===== src/snt_pkg.sv =====
// Shared types, token codes and keyword tables for the set-notation token lexer.
`default_nettype none

package snt_pkg;

    localparam int FRACTION_BITS_DEF = 16;
    localparam int MAX_FRAC_DIGITS   = 18;

    localparam logic [4:0] K_UNION   = 5'd0;
    localparam logic [4:0] K_INTER   = 5'd1;
    localparam logic [4:0] K_APPEND  = 5'd2;
    localparam logic [4:0] K_COMMA   = 5'd3;
    localparam logic [4:0] K_NULL    = 5'd4;
    localparam logic [4:0] K_EMPTY   = 5'd5;
    localparam logic [4:0] K_UNIV    = 5'd6;
    localparam logic [4:0] K_WILD    = 5'd7;
    localparam logic [4:0] K_LBRACK  = 5'd8;
    localparam logic [4:0] K_RBRACK  = 5'd9;
    localparam logic [4:0] K_LBRACE  = 5'd10;
    localparam logic [4:0] K_RBRACE  = 5'd11;
    localparam logic [4:0] K_COLON   = 5'd12;
    localparam logic [4:0] K_LPAREN  = 5'd13;
    localparam logic [4:0] K_RPAREN  = 5'd14;
    localparam logic [4:0] K_BANG    = 5'd15;
    localparam logic [4:0] K_TRUE    = 5'd16;
    localparam logic [4:0] K_FALSE   = 5'd17;
    localparam logic [4:0] K_NUMBER  = 5'd18;
    localparam logic [4:0] K_SBYTE   = 5'd19;
    localparam logic [4:0] K_SEND    = 5'd20;
    localparam logic [4:0] K_END     = 5'd21;
    localparam logic [4:0] K_ERROR   = 5'd22;

    typedef enum logic [2:0] {
        M_IDLE,
        M_NULL,
        M_TRUE,
        M_FALSE,
        M_WIDE,
        M_NUM,
        M_STR
    } mode_t;

    typedef struct packed {
        logic [7:0] in_byte;
        logic       is_last;
    } tok_in_t;

    typedef struct packed {
        logic [4:0]         token_kind;
        logic signed [63:0] number_value;
        logic [7:0]         string_byte;
        logic               last_of_run;
    } tok_out_t;

    typedef struct packed {
        logic load;
        logic div_step;
        logic div_finish;
        logic send_adv;
    } snt_cmd_t;

    typedef struct packed {
        logic plan_div;
        logic plan_any;
        logic div_busy;
        logic send_last;
    } snt_sts_t;

    function automatic logic [7:0] kw_char(mode_t m, logic [2:0] p);
        logic [7:0] c;
        c = 8'h00;
        unique case (m)
            M_NULL:
            begin
                case (p)
                    3'd1: c = 8'h75;
                    3'd2: c = 8'h6C;
                    3'd3: c = 8'h6C;
                    default: c = 8'h00;
                endcase
            end
            M_TRUE:
            begin
                case (p)
                    3'd1: c = 8'h72;
                    3'd2: c = 8'h75;
                    3'd3: c = 8'h65;
                    default: c = 8'h00;
                endcase
            end
            M_FALSE:
            begin
                case (p)
                    3'd1: c = 8'h61;
                    3'd2: c = 8'h6C;
                    3'd3: c = 8'h73;
                    3'd4: c = 8'h65;
                    default: c = 8'h00;
                endcase
            end
            default: c = 8'h00;
        endcase
        return c;
    endfunction

    function automatic logic [2:0] kw_len(mode_t m);
        return (m == M_FALSE) ? 3'd5 : 3'd4;
    endfunction

    function automatic logic [4:0] kw_kind(mode_t m);
        logic [4:0] k;
        unique case (m)
            M_NULL:  k = K_NULL;
            M_TRUE:  k = K_TRUE;
            default: k = K_FALSE;
        endcase
        return k;
    endfunction

endpackage

`default_nettype wire


===== src/snt_datapath.sv =====
// Lexer datapath: token state, result slots and the divide-by-ten unit.
`default_nettype none

module snt_datapath #(
    parameter int FRACTION_BITS = snt_pkg::FRACTION_BITS_DEF
) (
    input  wire logic              clk,
    input  wire logic              rst_n,
    input  wire snt_pkg::tok_in_t  in_data,
    input  wire snt_pkg::snt_cmd_t cmd,
    output snt_pkg::snt_sts_t      sts,
    output snt_pkg::tok_out_t      out_data
);
    import snt_pkg::*;

    localparam int ACC_W = 63 - FRACTION_BITS;

    localparam logic [7:0] CH_DOT   = 8'h2E;
    localparam logic [7:0] CH_QUOTE = 8'h22;
    localparam logic [7:0] CH_BSL   = 8'h5C;

    typedef struct packed {
        logic zero;
        logic dig;
        logic dot;
        logic neg;
    } nflags_t;

    mode_t             mode_reg, mode_next;
    logic [2:0]        prog_reg, prog_next;
    logic [ACC_W-1:0]  acc_reg, acc_next;
    logic [4:0]        frac_reg, frac_next;
    nflags_t           flags_reg, flags_next;
    logic              bs_reg, bs_next;
    logic              halted_reg, halted_next;

    logic [4:0]        kind_reg [0:2];
    logic [4:0]        kind_next [0:2];
    logic [63:0]       val_reg [0:2];
    logic [63:0]       val_next [0:2];
    logic [7:0]        sbyte_reg, sbyte_next;
    logic [1:0]        cnt_reg, cnt_next;
    logic [1:0]        idx_reg;
    logic              div_next;

    logic [63:0]       dq_reg, dq_next, jq_next;
    logic [3:0]        drem_reg, drem_next;
    logic [4:0]        dcnt_reg, jc_next;
    logic [2:0]        dstep_reg;
    logic              dneg_reg, jn_next;

    always_comb
    begin
        mode_t               m;
        logic [2:0]          p;
        logic [ACC_W-1:0]    a;
        logic [4:0]          fr;
        nflags_t             f;
        logic                bsl;
        logic                bad;
        logic                run_idle;
        logic                div;
        logic                tok;
        logic                hlt;
        logic [4:0]          rk [0:2];
        logic [63:0]         rv [0:2];
        logic [7:0]          rb;
        logic [1:0]          cnt;
        logic [63:0]         jq;
        logic [4:0]          jc;
        logic                jn;
        logic [3:0]          d;
        logic [ACC_W+3:0]    prod;
        logic [7:0]          b;
        logic [4:0]          ik;
        logic                is_dig;

        b        = in_data.in_byte;
        m        = mode_reg;
        p        = prog_reg;
        a        = acc_reg;
        fr       = frac_reg;
        f        = flags_reg;
        bsl      = bs_reg;
        hlt      = halted_reg;
        bad      = 1'b0;
        run_idle = 1'b0;
        div      = 1'b0;
        tok      = 1'b0;
        cnt      = 2'd0;
        rb       = 8'h00;
        jq       = 64'd0;
        jc       = 5'd0;
        jn       = 1'b0;
        ik       = K_UNION;
        d        = b[3:0];
        prod     = '0;
        is_dig   = (b >= 8'h30) && (b <= 8'h39);
        for (int i = 0; i < 3; i++)
        begin
            rk[i] = K_UNION;
            rv[i] = 64'd0;
        end

        if (halted_reg)
        begin
            hlt = !in_data.is_last;
        end
        else
        begin
            unique case (m)
                M_IDLE: run_idle = 1'b1;
                M_NULL, M_TRUE, M_FALSE:
                begin
                    if (b != kw_char(m, p))
                        bad = 1'b1;
                    else
                    begin
                        p = p + 3'd1;
                        if (p == kw_len(m))
                        begin
                            rk[cnt] = kw_kind(m);
                            cnt = cnt + 2'd1;
                            m = M_IDLE; p = '0; a = '0; fr = '0; f = '0; bsl = 1'b0;
                        end
                    end
                end
                M_WIDE:
                begin
                    if (p == 3'd1)
                    begin
                        if (b != 8'h88)
                            bad = 1'b1;
                        else
                            p = 3'd2;
                    end
                    else
                    begin
                        case (b)
                            8'hAA: begin rk[cnt] = K_UNION; tok = 1'b1; end
                            8'hA9: begin rk[cnt] = K_INTER; tok = 1'b1; end
                            8'h85: begin rk[cnt] = K_EMPTY; tok = 1'b1; end
                            default: bad = 1'b1;
                        endcase
                        if (tok)
                        begin
                            cnt = cnt + 2'd1;
                            tok = 1'b0;
                            m = M_IDLE; p = '0; a = '0; fr = '0; f = '0; bsl = 1'b0;
                        end
                    end
                end
                M_NUM:
                begin
                    if (f.zero)
                    begin
                        if (b != CH_DOT)
                            bad = 1'b1;
                        else
                        begin
                            f.zero = 1'b0;
                            f.dot  = 1'b1;
                        end
                    end
                    else if (b == CH_DOT)
                    begin
                        if (f.dot)
                            bad = 1'b1;
                        else
                            f.dot = 1'b1;
                    end
                    else if (is_dig)
                    begin
                        if (f.dot)
                        begin
                            if (fr >= 5'(MAX_FRAC_DIGITS))
                                bad = 1'b1;
                            else
                                fr = fr + 5'd1;
                        end
                        else if (!f.dig && d == 4'd0)
                            f.zero = 1'b1;
                        if (!bad)
                        begin
                            // a*10 + d must stay below 2^ACC_W
                            prod = ({4'b0, a} << 3) + ({4'b0, a} << 1) + (ACC_W+4)'(d);
                            if (prod[ACC_W+3:ACC_W] != 4'd0)
                                bad = 1'b1;
                            else
                            begin
                                a = prod[ACC_W-1:0];
                                f.dig = 1'b1;
                            end
                        end
                    end
                    else
                    begin
                        if (!f.dig || f.zero || (f.dot && fr == 5'd0))
                            bad = 1'b1;
                        else
                        begin
                            div = 1'b1;
                            jq  = 64'(a) << FRACTION_BITS;
                            jc  = fr;
                            jn  = f.neg;
                            rk[cnt] = K_NUMBER;
                            cnt = cnt + 2'd1;
                            m = M_IDLE; p = '0; a = '0; fr = '0; f = '0; bsl = 1'b0;
                            run_idle = 1'b1;
                        end
                    end
                end
                M_STR:
                begin
                    if (b == CH_QUOTE && !bsl)
                    begin
                        rk[cnt] = K_SEND;
                        cnt = cnt + 2'd1;
                        m = M_IDLE; p = '0; a = '0; fr = '0; f = '0; bsl = 1'b0;
                    end
                    else
                    begin
                        rk[cnt] = K_SBYTE;
                        rb = b;
                        cnt = cnt + 2'd1;
                        bsl = (b == CH_BSL);
                    end
                end
                default: bad = 1'b1;
            endcase

            if (run_idle && !bad)
            begin
                unique case (b) inside
                    8'h20, 8'h09, [8'h0A:8'h0D]: begin end
                    8'h7C: begin ik = K_UNION;  tok = 1'b1; end
                    8'h26: begin ik = K_INTER;  tok = 1'b1; end
                    8'h2E: begin ik = K_APPEND; tok = 1'b1; end
                    8'h2C: begin ik = K_COMMA;  tok = 1'b1; end
                    8'h5F: begin ik = K_EMPTY;  tok = 1'b1; end
                    8'h55: begin ik = K_UNIV;   tok = 1'b1; end
                    8'h2A: begin ik = K_WILD;   tok = 1'b1; end
                    8'h5B: begin ik = K_LBRACK; tok = 1'b1; end
                    8'h5D: begin ik = K_RBRACK; tok = 1'b1; end
                    8'h7B: begin ik = K_LBRACE; tok = 1'b1; end
                    8'h7D: begin ik = K_RBRACE; tok = 1'b1; end
                    8'h3A: begin ik = K_COLON;  tok = 1'b1; end
                    8'h28: begin ik = K_LPAREN; tok = 1'b1; end
                    8'h29: begin ik = K_RPAREN; tok = 1'b1; end
                    8'h21: begin ik = K_BANG;   tok = 1'b1; end
                    8'h6E: begin m = M_NULL;  p = 3'd1; end
                    8'h74: begin m = M_TRUE;  p = 3'd1; end
                    8'h66: begin m = M_FALSE; p = 3'd1; end
                    8'hE2: begin m = M_WIDE;  p = 3'd1; end
                    8'h2D:
                    begin
                        m = M_NUM;
                        f = '{zero: 1'b0, dig: 1'b0, dot: 1'b0, neg: 1'b1};
                    end
                    8'h22: begin m = M_STR; bsl = 1'b0; end
                    [8'h30:8'h39]:
                    begin
                        m = M_NUM;
                        f = '{zero: (d == 4'd0), dig: 1'b1, dot: 1'b0, neg: 1'b0};
                        a = ACC_W'(d);
                    end
                    default: bad = 1'b1;
                endcase
                if (tok)
                begin
                    rk[cnt] = ik;
                    cnt = cnt + 2'd1;
                end
            end

            if (!bad && in_data.is_last)
            begin
                if (m == M_NUM)
                begin
                    if (!f.dig || f.zero || (f.dot && fr == 5'd0))
                        bad = 1'b1;
                    else
                    begin
                        rk[cnt] = K_NUMBER;
                        if (!div)
                        begin
                            div = 1'b1;
                            jq  = 64'(a) << FRACTION_BITS;
                            jc  = fr;
                            jn  = f.neg;
                        end
                        else
                            rv[cnt] = f.neg ? -(64'(a) << FRACTION_BITS)
                                            : (64'(a) << FRACTION_BITS);
                        cnt = cnt + 2'd1;
                        m = M_IDLE; p = '0; a = '0; fr = '0; f = '0; bsl = 1'b0;
                    end
                end
                if (!bad && m != M_IDLE)
                    bad = 1'b1;
                if (!bad)
                begin
                    rk[cnt] = K_END;
                    cnt = cnt + 2'd1;
                    m = M_IDLE; p = '0; a = '0; fr = '0; f = '0; bsl = 1'b0;
                end
            end

            if (bad)
            begin
                rk[cnt] = K_ERROR;
                rv[cnt] = 64'd0;
                cnt = cnt + 2'd1;
                m = M_IDLE; p = '0; a = '0; fr = '0; f = '0; bsl = 1'b0;
                hlt = !in_data.is_last;
            end
        end

        mode_next   = m;
        prog_next   = p;
        acc_next    = a;
        frac_next   = fr;
        flags_next  = f;
        bs_next     = bsl;
        halted_next = hlt;
        for (int i = 0; i < 3; i++)
        begin
            kind_next[i] = rk[i];
            val_next[i]  = rv[i];
        end
        sbyte_next  = rb;
        cnt_next    = cnt;
        div_next    = div;
        jq_next     = jq;
        jc_next     = jc;
        jn_next     = jn;
    end

    // eight quotient bits of a divide by ten per cycle
    always_comb
    begin
        logic [3:0] r;
        logic [4:0] t;
        logic [63:0] q;
        r = drem_reg;
        q = dq_reg;
        for (int i = 0; i < 8; i++)
        begin
            t = {r, q[63]};
            q = {q[62:0], 1'b0};
            if (t >= 5'd10)
            begin
                q[0] = 1'b1;
                r = 4'(t - 5'd10);
            end
            else
                r = t[3:0];
        end
        dq_next   = q;
        drem_next = r;
    end

    always_ff @(posedge clk or negedge rst_n)
    begin
        if (!rst_n)
        begin
            mode_reg   <= M_IDLE;
            prog_reg   <= '0;
            acc_reg    <= '0;
            frac_reg   <= '0;
            flags_reg  <= '0;
            bs_reg     <= 1'b0;
            halted_reg <= 1'b0;
            cnt_reg    <= '0;
            idx_reg    <= '0;
            dcnt_reg   <= '0;
            dstep_reg  <= '0;
        end
        else
        begin
            if (cmd.load)
            begin
                mode_reg   <= mode_next;
                prog_reg   <= prog_next;
                acc_reg    <= acc_next;
                frac_reg   <= frac_next;
                flags_reg  <= flags_next;
                bs_reg     <= bs_next;
                halted_reg <= halted_next;
                cnt_reg    <= cnt_next;
                idx_reg    <= '0;
                dcnt_reg   <= div_next ? jc_next : 5'd0;
                dstep_reg  <= '0;
            end
            else if (cmd.div_step)
            begin
                dstep_reg <= dstep_reg + 3'd1;
                if (dstep_reg == 3'd7)
                    dcnt_reg <= dcnt_reg - 5'd1;
            end
            else if (cmd.send_adv)
                idx_reg <= idx_reg + 2'd1;
        end
    end

    always_ff @(posedge clk)
    begin
        if (cmd.load)
        begin
            kind_reg  <= kind_next;
            val_reg   <= val_next;
            sbyte_reg <= sbyte_next;
            dq_reg    <= jq_next;
            drem_reg  <= 4'd0;
            dneg_reg  <= jn_next;
        end
        else if (cmd.div_step)
        begin
            dq_reg   <= dq_next;
            drem_reg <= (dstep_reg == 3'd7) ? 4'd0 : drem_next;
        end
        else if (cmd.div_finish)
            val_reg[0] <= dneg_reg ? -dq_reg : dq_reg;
    end

    assign sts.plan_div  = div_next;
    assign sts.plan_any  = (cnt_next != 2'd0);
    assign sts.div_busy  = (dcnt_reg != 5'd0);
    assign sts.send_last = (idx_reg == cnt_reg - 2'd1);

    assign out_data.token_kind   = kind_reg[idx_reg];
    assign out_data.number_value = val_reg[idx_reg];
    assign out_data.string_byte  = (kind_reg[idx_reg] == K_SBYTE) ? sbyte_reg : 8'h00;
    assign out_data.last_of_run  = (idx_reg == cnt_reg - 2'd1);

endmodule

`default_nettype wire


===== src/snt_ctrl.sv =====
// Lexer controller: accept, divide and send sequencing.
`default_nettype none

module snt_ctrl (
    input  wire logic              clk,
    input  wire logic              rst_n,
    input  wire logic              byte_valid,
    output logic                   byte_stall,
    output logic                   tok_valid,
    input  wire logic              tok_stall,
    input  wire snt_pkg::snt_sts_t sts,
    output snt_pkg::snt_cmd_t      cmd
);
    import snt_pkg::*;

    typedef enum logic [2:0] {
        ST_READY = 3'b001,
        ST_DIV   = 3'b010,
        ST_SEND  = 3'b100
    } state_t;

    state_t state_reg, state_next;
    logic   accept;

    assign accept     = (state_reg == ST_READY) && byte_valid;
    assign byte_stall = (state_reg != ST_READY);
    assign tok_valid  = (state_reg == ST_SEND);

    assign cmd.load       = accept;
    assign cmd.div_step   = (state_reg == ST_DIV) && sts.div_busy;
    assign cmd.div_finish = (state_reg == ST_DIV) && !sts.div_busy;
    assign cmd.send_adv   = (state_reg == ST_SEND) && !tok_stall && !sts.send_last;

    always_comb
    begin
        state_next = state_reg;
        unique case (state_reg)
            ST_READY:
            begin
                if (accept)
                begin
                    if (sts.plan_div)
                        state_next = ST_DIV;
                    else if (sts.plan_any)
                        state_next = ST_SEND;
                end
            end
            ST_DIV:
            begin
                if (!sts.div_busy)
                    state_next = ST_SEND;
            end
            ST_SEND:
            begin
                if (!tok_stall && sts.send_last)
                    state_next = ST_READY;
            end
            default: state_next = ST_READY;
        endcase
    end

    always_ff @(posedge clk or negedge rst_n)
    begin
        if (!rst_n)
            state_reg <= ST_READY;
        else
            state_reg <= state_next;
    end

    a_div_after_load: assert property (@(posedge clk) disable iff (!rst_n)
        accept && sts.plan_div |=> state_reg == ST_DIV)
        else $error("number finish did not enter divide");

    a_div_to_send: assert property (@(posedge clk) disable iff (!rst_n)
        state_reg == ST_DIV && !sts.div_busy |=> state_reg == ST_SEND)
        else $error("divide end did not move to send");

    a_no_accept_while_send: assert property (@(posedge clk) disable iff (!rst_n)
        tok_valid |-> byte_stall)
        else $error("input open while results pending");

endmodule

`default_nettype wire


===== src/set_notation_token_lexer.sv =====
// Top level of the set-notation token lexer.
// A byte is taken only while the lexer is ready; its registered results then go out
// in order, held while tok_stall is high. A number with fraction digits passes first
// through the divide-by-ten unit. No new byte is taken until all results are sent.
// Reset: asynchronous, active low; the lexer returns to idle between tokens, not halted.
`default_nettype none

module set_notation_token_lexer #(
    parameter int FRACTION_BITS = snt_pkg::FRACTION_BITS_DEF
) (
    input  wire logic             clk,
    input  wire logic             rst_n,
    input  wire logic             byte_valid,
    output logic                  byte_stall,
    input  wire snt_pkg::tok_in_t byte_data,
    output logic                  tok_valid,
    input  wire logic             tok_stall,
    output snt_pkg::tok_out_t     tok_data
);
    import snt_pkg::*;

    snt_cmd_t cmd;
    snt_sts_t sts;

    snt_ctrl u_ctrl (
        .clk        (clk),
        .rst_n      (rst_n),
        .byte_valid (byte_valid),
        .byte_stall (byte_stall),
        .tok_valid  (tok_valid),
        .tok_stall  (tok_stall),
        .sts        (sts),
        .cmd        (cmd)
    );

    snt_datapath #(
        .FRACTION_BITS (FRACTION_BITS)
    ) u_datapath (
        .clk      (clk),
        .rst_n    (rst_n),
        .in_data  (byte_data),
        .cmd      (cmd),
        .sts      (sts),
        .out_data (tok_data)
    );

    a_error_ends_run: assert property (@(posedge clk) disable iff (!rst_n)
        tok_valid && tok_data.token_kind == K_ERROR |-> tok_data.last_of_run)
        else $error("error token not last of run");

    a_byte_only_for_string: assert property (@(posedge clk) disable iff (!rst_n)
        tok_valid && tok_data.token_kind != K_SBYTE |-> tok_data.string_byte == 8'h00)
        else $error("string byte set on other token");

    a_value_only_for_number: assert property (@(posedge clk) disable iff (!rst_n)
        tok_valid && tok_data.token_kind != K_NUMBER |-> tok_data.number_value == 64'sd0)
        else $error("number value set on other token");

endmodule

`default_nettype wire

===== config.mk =====
export PLATFORM = sky130hd
export DESIGN_NAME = set_notation_token_lexer
export DESIGN_NICKNAME = d
export VERILOG_FILES = /design/src/snt_pkg.sv /design/src/snt_datapath.sv /design/src/snt_ctrl.sv /design/src/set_notation_token_lexer.sv
export SDC_FILE = /design/constraint.sdc
export NUM_CORES = 1
export LEC_CHECK = 0
export ABC_CLOCK_PERIOD_IN_PS = 8800
export BUFFER_PORTS_ARGS = -buffer_cell sky130_fd_sc_hd__buf_2
export CAP_MARGIN = 5
export CORE_MARGIN = 2
export CORE_UTILIZATION = 40
export CTS_CLUSTER_SIZE = 8
export DETAILED_ROUTE_END_ITERATION = 6
export PLACE_DENSITY = 0.68
export SYNTH_ARGS = -nofsm -noshare
export SYNTH_HDL_FRONTEND = slang
export SYNTH_SLANG_ARGS = --single-unit

===== constraint.sdc =====
create_clock -name clk -period 8.8 [get_ports clk]
set_input_delay 0.44 -clock clk [delete_from_list [all_inputs] [get_ports clk]]
set_output_delay 0.44 -clock clk [all_outputs]
set_load 0.05 [all_outputs]

# ---- Word level (Yosys, flattened, before mapping)
# Cells that the tools add are included.
dict set report word_totals {
  mem_bits_ro 0
  ramBits 0
  reg_bits 363
  mem_count 0
  out_inout_bits 80
  word_cells 527
  input_bits 13
  latch_bits 0
}
dict set report op_classes {
  n_eq_ne 54
  n_mux 326
  add_sub_neg 22
  mul 0
  div_mod_pow 0
  reduce_logical 59
  n_bitwise 19
  shifts 0
  n_lt_le_gt_ge 22
}
# cell count
set ops {}
lappend ops {{$mux W192} 7}
lappend ops {{$mux W64} 20}
lappend ops {{$mux W47} 19}
lappend ops {{$and A192 B192 Y192} 2}
lappend ops {{$demux W64 S2} 2}
lappend ops {{$mux W5} 47}
lappend ops {{$not A192 Y192} 1}
lappend ops {{$pmux W47 S4} 1}
lappend ops {{$mux W15} 11}
lappend ops {{$mux W3} 44}
lappend ops {{$bmux W64 S2} 1}
lappend ops {{$mux W1} 100}
lappend ops {{$eq A8 B6 Y1 const B} 11}
lappend ops {{$eq A8 B7 Y1 const B} 11}
lappend ops {{$mux W4} 21}
lappend ops {{$neg A63 Y64} 1}
lappend ops {{$neg A64 Y64} 1}
lappend ops {{$mux W63} 1}
lappend ops {{$pmux W4 S14} 1}
lappend ops {{$add A50 B48 Y51} 1}
lappend ops {{$add A51 B4 Y51} 1}
lappend ops {{$mux W2} 24}
lappend ops {{$demux W5 S2} 4}
lappend ops {{$ge A5 B4 Y1 const B} 8}
lappend ops {{71 further kinds} 162}

# ---- Longest topological paths before layout
dict set report logic_depth {
  word_depth 43
  mapped_depth 46
  ltp_nobuf 44
}

# ---- Hierarchy
# Synthesis repeated with hierarchy kept, for this count alone.
dict set report hier_totals {
  cells_unflattened 2194
  area_unflattened_um2 21509.4
}
# module seq_area_each_um2 n_inst cells_per_inst area_per_inst_um2
set by_module_without_submodules {}
lappend by_module_without_submodules {snt_datapath 9399.0 1 2172 21290.4}
lappend by_module_without_submodules {snt_ctrl 76.3 1 22 219.0}

# ---- Worst setup path after synthesis
# OpenSTA, ideal clock, no wires.
dict set report synth_timing {
  kind {register to register}
  startpoint {register u_datapath.drem_reg[0]}
  endpoint {register u_datapath.drem_reg[2]}
  setup_slack_ns 0.768
  required_time_ns 8.683
  path_stages_with_launch 46
  synth_period_minus_slack_ns 8.032
  setup_time_ns 0.117
  t_arrival_ns 7.914
  n_path_buf 2
  cell_sequence {dfxtp_1 inv_1 ha_1 o21ai_0 a211oi_1 or2_2 inv_2 ha_1 o311ai_1 nand2_1 xnor2_1 ha_1 clkbuf_1 nor2_1 nor2_1 mux2_1 or3_1 o31ai_1 [... 10 more ...] inv_1 a31oi_1 nor3_1 or2_0 a21oi_1 a2bb2oi_1 inv_1 ha_1 clkbuf_1 a31oi_1 nor2b_1 mux2_2 ha_1 nor2_1 o21ai_0 o21a_1 o221ai_1 a32o_1}
}
dict set report synth_between {
  elab_chain_cells 17
  elab_cells_between_ends 25
  cone_classes {add/sub: 8; order compare: 8; mux: 9}
}
# element line_no
set synth_rtl {}
lappend synth_rtl {{from (decl)} snt_datapath.sv:47} ;# logic [3:0] drem_reg, drem_next;
lappend synth_rtl {{from (signal assigned)} snt_datapath.sv:420} ;# drem_reg <= (dstep_reg == 3'd7) ? 4'd0 : drem_next;
lappend synth_rtl {{$sub A4 B4 Y4 or $ge A5 B4 Y1 (tied branches)} {snt_datapath.sv:354, snt_datapath.sv:351}}
lappend synth_rtl {{$mux W4 (*)} snt_datapath.sv:351} ;# if (t >= 5'd10)
lappend synth_rtl {{$sub A4 B4 Y4 or $ge A5 B4 Y1 (tied branches)} {snt_datapath.sv:354, snt_datapath.sv:351}}
lappend synth_rtl {{$mux W4 (*)} snt_datapath.sv:351}
lappend synth_rtl {{$sub A4 B4 Y4 or $ge A5 B4 Y1 (tied branches)} {snt_datapath.sv:354, snt_datapath.sv:351}}
lappend synth_rtl {{$mux W4 (*)} snt_datapath.sv:351}
lappend synth_rtl {{$ge A5 B4 Y1 or $sub A4 B4 Y4 (tied branches)} {snt_datapath.sv:351, snt_datapath.sv:354}}
lappend synth_rtl {{$mux W4 (*)} snt_datapath.sv:351}
lappend synth_rtl {{$sub A4 B4 Y4 or $ge A5 B4 Y1 (tied branches)} {snt_datapath.sv:354, snt_datapath.sv:351}}
lappend synth_rtl {{$mux W4 (*)} snt_datapath.sv:351}
lappend synth_rtl {{$sub A4 B4 Y4 or $ge A5 B4 Y1 (tied branches)} {snt_datapath.sv:354, snt_datapath.sv:351}}
lappend synth_rtl {{$mux W4 (*)} snt_datapath.sv:351}
lappend synth_rtl {{$ge A5 B4 Y1 or $sub A4 B4 Y4 (tied branches)} {snt_datapath.sv:351, snt_datapath.sv:354}}
lappend synth_rtl {{$mux W4 (*)} snt_datapath.sv:351}
lappend synth_rtl {{$sub A4 B4 Y4 or $ge A5 B4 Y1 (tied branches)} {snt_datapath.sv:354, snt_datapath.sv:351}}
lappend synth_rtl {{$mux W4 (*)} snt_datapath.sv:351}
lappend synth_rtl {{$mux W4 (*)} snt_datapath.sv:420}
# Mark *: on every way between the ends. The rest lies on a longest branch, timed or not.
# A chain may end at the register's enable or synchronous reset.

# ---- Final worst setup path
# Same ends and word-level chain as after synthesis.

==> impl_metrics.tcl <==
set metrics [dict create \
    die-area_mm2 0.0571 \
    power_leakage_nw 10.3 \
    clk_pin_slew_ns 0.05 \
    layout.nets 2570 \
    timing.hold.ws_ns 0.153 \
    cp_max_fo 7 \
    r2r_setup_slack_ns 0.50 \
    pwr_density_cell_mw_per_mm2 276 \
    final_util_pct 45.4 \
    fill_cells 5106 \
    diodes 0 \
    cp-end-kind "flop" \
    cts.path.max_buffers 3 \
    die_width_um 239 \
    setup_viol 0 \
    dp_hpwl_mm 45.3 \
    final.setup.tns_ns 0 \
    drt_iter0_drc 2192 \
    multiInputGateArea_mm2 0.0121 \
    grt_pass1_vias 17493 \
    finalWirelength_mm 62.2 \
    drv_cap 0 \
    cts-buffers-inserted 47 \
    async_flop_share_pct 23.9 \
    crit_top_cell "ha_1" \
    reg2reg_depth 43 \
    design.core.area_mm2 0.0549 \
    h-tree-depth 2 \
    synth_area_mm2 0.0221 \
    fin_crit_ns 8.30 \
    grtUsageTotal_pct 21.4 \
    ir_worst_vdd_mv 0.189 \
    syn_area_per_cell_um2 9.58 \
    power_mw 6.87 \
    hp-start "byte_data[0]" \
    r2r_start "u_datapath.drem_reg[0]" \
    maxSlewHeadroom_pct 18.7 \
    drtPass1Iterations 6 \
    cts_tree "done" \
    largest_reg_flops 160 \
    num_io_pins 93 \
    status "completed" \
    critical_path_class "flop to flop" \
    crit_family "compound AO/OA/AOI/OAI gates" \
    grt_overflow 0 \
    synth_edf_count 247 \
    ys_ff_latch 330 \
    avgRoutedWirePerCell_um 19.6 \
    vias 18536 \
    cts.sinks 330 \
    synth_cell_types 89 \
    crit_arrival_ns 8.74 \
    via_per_inst 5.84 \
    antenna_left 0 \
    fin_skew_ns 0.0329 \
    drc_errors 0 \
    grt_pass1_wl_mm 97.9 \
    hold_depth 2 \
    mostFrequentLayoutCells "edfxtp_1, nand2_1, nor2_1" \
    placed_area_mm2 0.0235 \
    rows 86 \
    seqCellArea_mm2 0.00948 \
    holdPathEnd "u_datapath.halted_reg" \
    drt-met1-wl_mm 28.8 \
    port_buffers 92 \
    worst_slew_pin_slew_ns 1.22 \
    met2_length_mm 27.7 \
    top_layer_used "met4" \
    clock_latency_ns 0.58 \
    post_synth_inst_count 2304 \
    antenna_found_initial 0 \
    synth_ff_type "edfxtp_1" \
    critPathLaunchType "flop" \
    fmax_mhz 121 \
    met3_wirelength_mm 4.23 \
    crit_required_ns 9.24 \
    critPathSlowestCell "or3_1" \
    initial_utilization_pct 40.2 \
    die_y_um 239 \
    grt_start_max_net_pins 79 \
    drv_slew 0 \
    synth-seq-area-share_pct 42.9 \
    drive_gt1_share_pct 9.93 \
    cts_root_buf "clkbuf_16" \
    cp_num_buf_inv 5 \
    ys_warn_count 0 \
    timing.final.crit_share_pct 94.3 \
    place.gp.congestion 0.919 \
    fin_area_mm2 0.0249 \
    final_common_cell "edfxtp_1" \
    hp-class "input pin to flop" \
    syn2layout_area_growth_pct 12.9 \
    r2r-end "u_datapath.drem_reg[2]" \
    finalHoldViolCount 0 \
    max_stage_delay_ns 0.36 \
]
==> synthesized netlist by cell type (22+ instances only) <==
| library cell | count | share of area (%) |
|---|---|---|
| edfxtp_1 | 247 | 34 |
| dfrtp_1 | 78 | 8.8 |
| a22oi_1 | 46 | 1.6 |
| xnor2_1 | 44 | 1.7 |
| nand3_1 | 40 | 0.91 |
| clkbuf_1 | 131 | 2.2 |
| xor2_1 | 79 | 3.1 |
| a22o_1 | 43 | 1.7 |
| o31ai_1 | 31 | 1.1 |
| a21oi_1 | 109 | 2.5 |
| a21o_1 | 69 | 2.3 |
| and2_1 | 43 | 1.2 |
| o21ai_0 | 148 | 3.4 |
| ha_1 | 124 | 7.0 |
| nand2_1 | 226 | 3.8 |
| nor2b_1 | 22 | 0.62 |
| nor2_1 | 190 | 3.2 |
| nand2b_1 | 23 | 0.65 |
| inv_1 | 87 | 1.5 |
| nor3_1 | 44 | 1.0 |
| mux2i_1 | 67 | 3.0 |
| a222oi_1 | 33 | 1.5 |
| o21ai_1 | 39 | 0.88 |
==> final cells by class <==
class                   count  area share, %
clock buffers              82           5.24
well taps                 704           3.53
flip-flops and latches    330           38.0
multi-input cells        1833           48.7
inverters                  93           1.42
repair buffers            126           2.91
clock inverters             4          0.171
==> what timing repair did <==
action / in CTS / in global routing
hold endpoints to repair: 17 / 0
gates resized for setup: 1 / 9
pin swaps: 0 / 3
buffers inserted: 0 / 3
hold buffers: 1 / 0
setup endpoints to repair: 1 / 4
==> metal layers <==
| metal | track usage [%] | vias to the layer above |
|---|---|---|
| met5 | 0 | - |
| met4 | 6.53 | 0 |
| met3 | 3.36 | 83 |
| met2 | 33.1 | 682 |
| met1 | 30.8 | 8980 |
| li1 | - | 8791 |
==> per-stage QoR <==
| stage | cells | setup WS [ns] |
|---|---|---|
| 2_1_floorplan | 2399 | 0.768 |
| 3_5_place_dp | 3082 | 0.0304 |
| 4_1_cts | 3169 | 0.0778 |
| 5_1_grt | 3172 | -0.0290 |
| 6_report | 3172 | 0.502 |
| 3_3_place_gp | 3081 | 0.267 |
==> worst max-delay path by stage <==
stage                                 startpoint                     end  slack (ns)  depth (start not counted)
after global placement    u_datapath.drem_reg[1]  u_datapath.drem_reg[2]        0.27                         43
after CTS                 u_datapath.drem_reg[0]  u_datapath.drem_reg[2]        0.08                         43
after global routing      u_datapath.drem_reg[0]  u_datapath.drem_reg[2]       -0.03                         43
after floorplan           u_datapath.drem_reg[0]  u_datapath.drem_reg[2]        0.77                         45
final                     u_datapath.drem_reg[0]  u_datapath.drem_reg[2]        0.50                         43
after detailed placement  u_datapath.drem_reg[0]  u_datapath.drem_reg[2]        0.03                         43
==> cells by family (layout without fill, tap and decap cells) <==
logic type               after synthesis  count (layout)  synth area share [%]
AND/OR/NAND/NOR                      725             725                  16.0
AO/OA/AOI/OAI                        690             690                  21.6
flip-flops                           330             330                  42.9
buffers and inverters                236             305                  4.05
adder cells (fa/ha/maj)              126             126                  7.21
XOR/XNOR                             123             123                  4.88
multiplexers                          73              73                  3.34
other                                  1              96                0.0170
==> report_power, final <==
part / leakage [nW] / switching (mW) / internal [mW]
Clock: 0.642 / 0.663 / 0.999
Sequential: 3.47 / 0.273 / 2.16
Combinational: 6.23 / 1.98 / 0.789
Total: 10.3 / 2.92 / 3.95
Power figures use the tool's default switching activity.
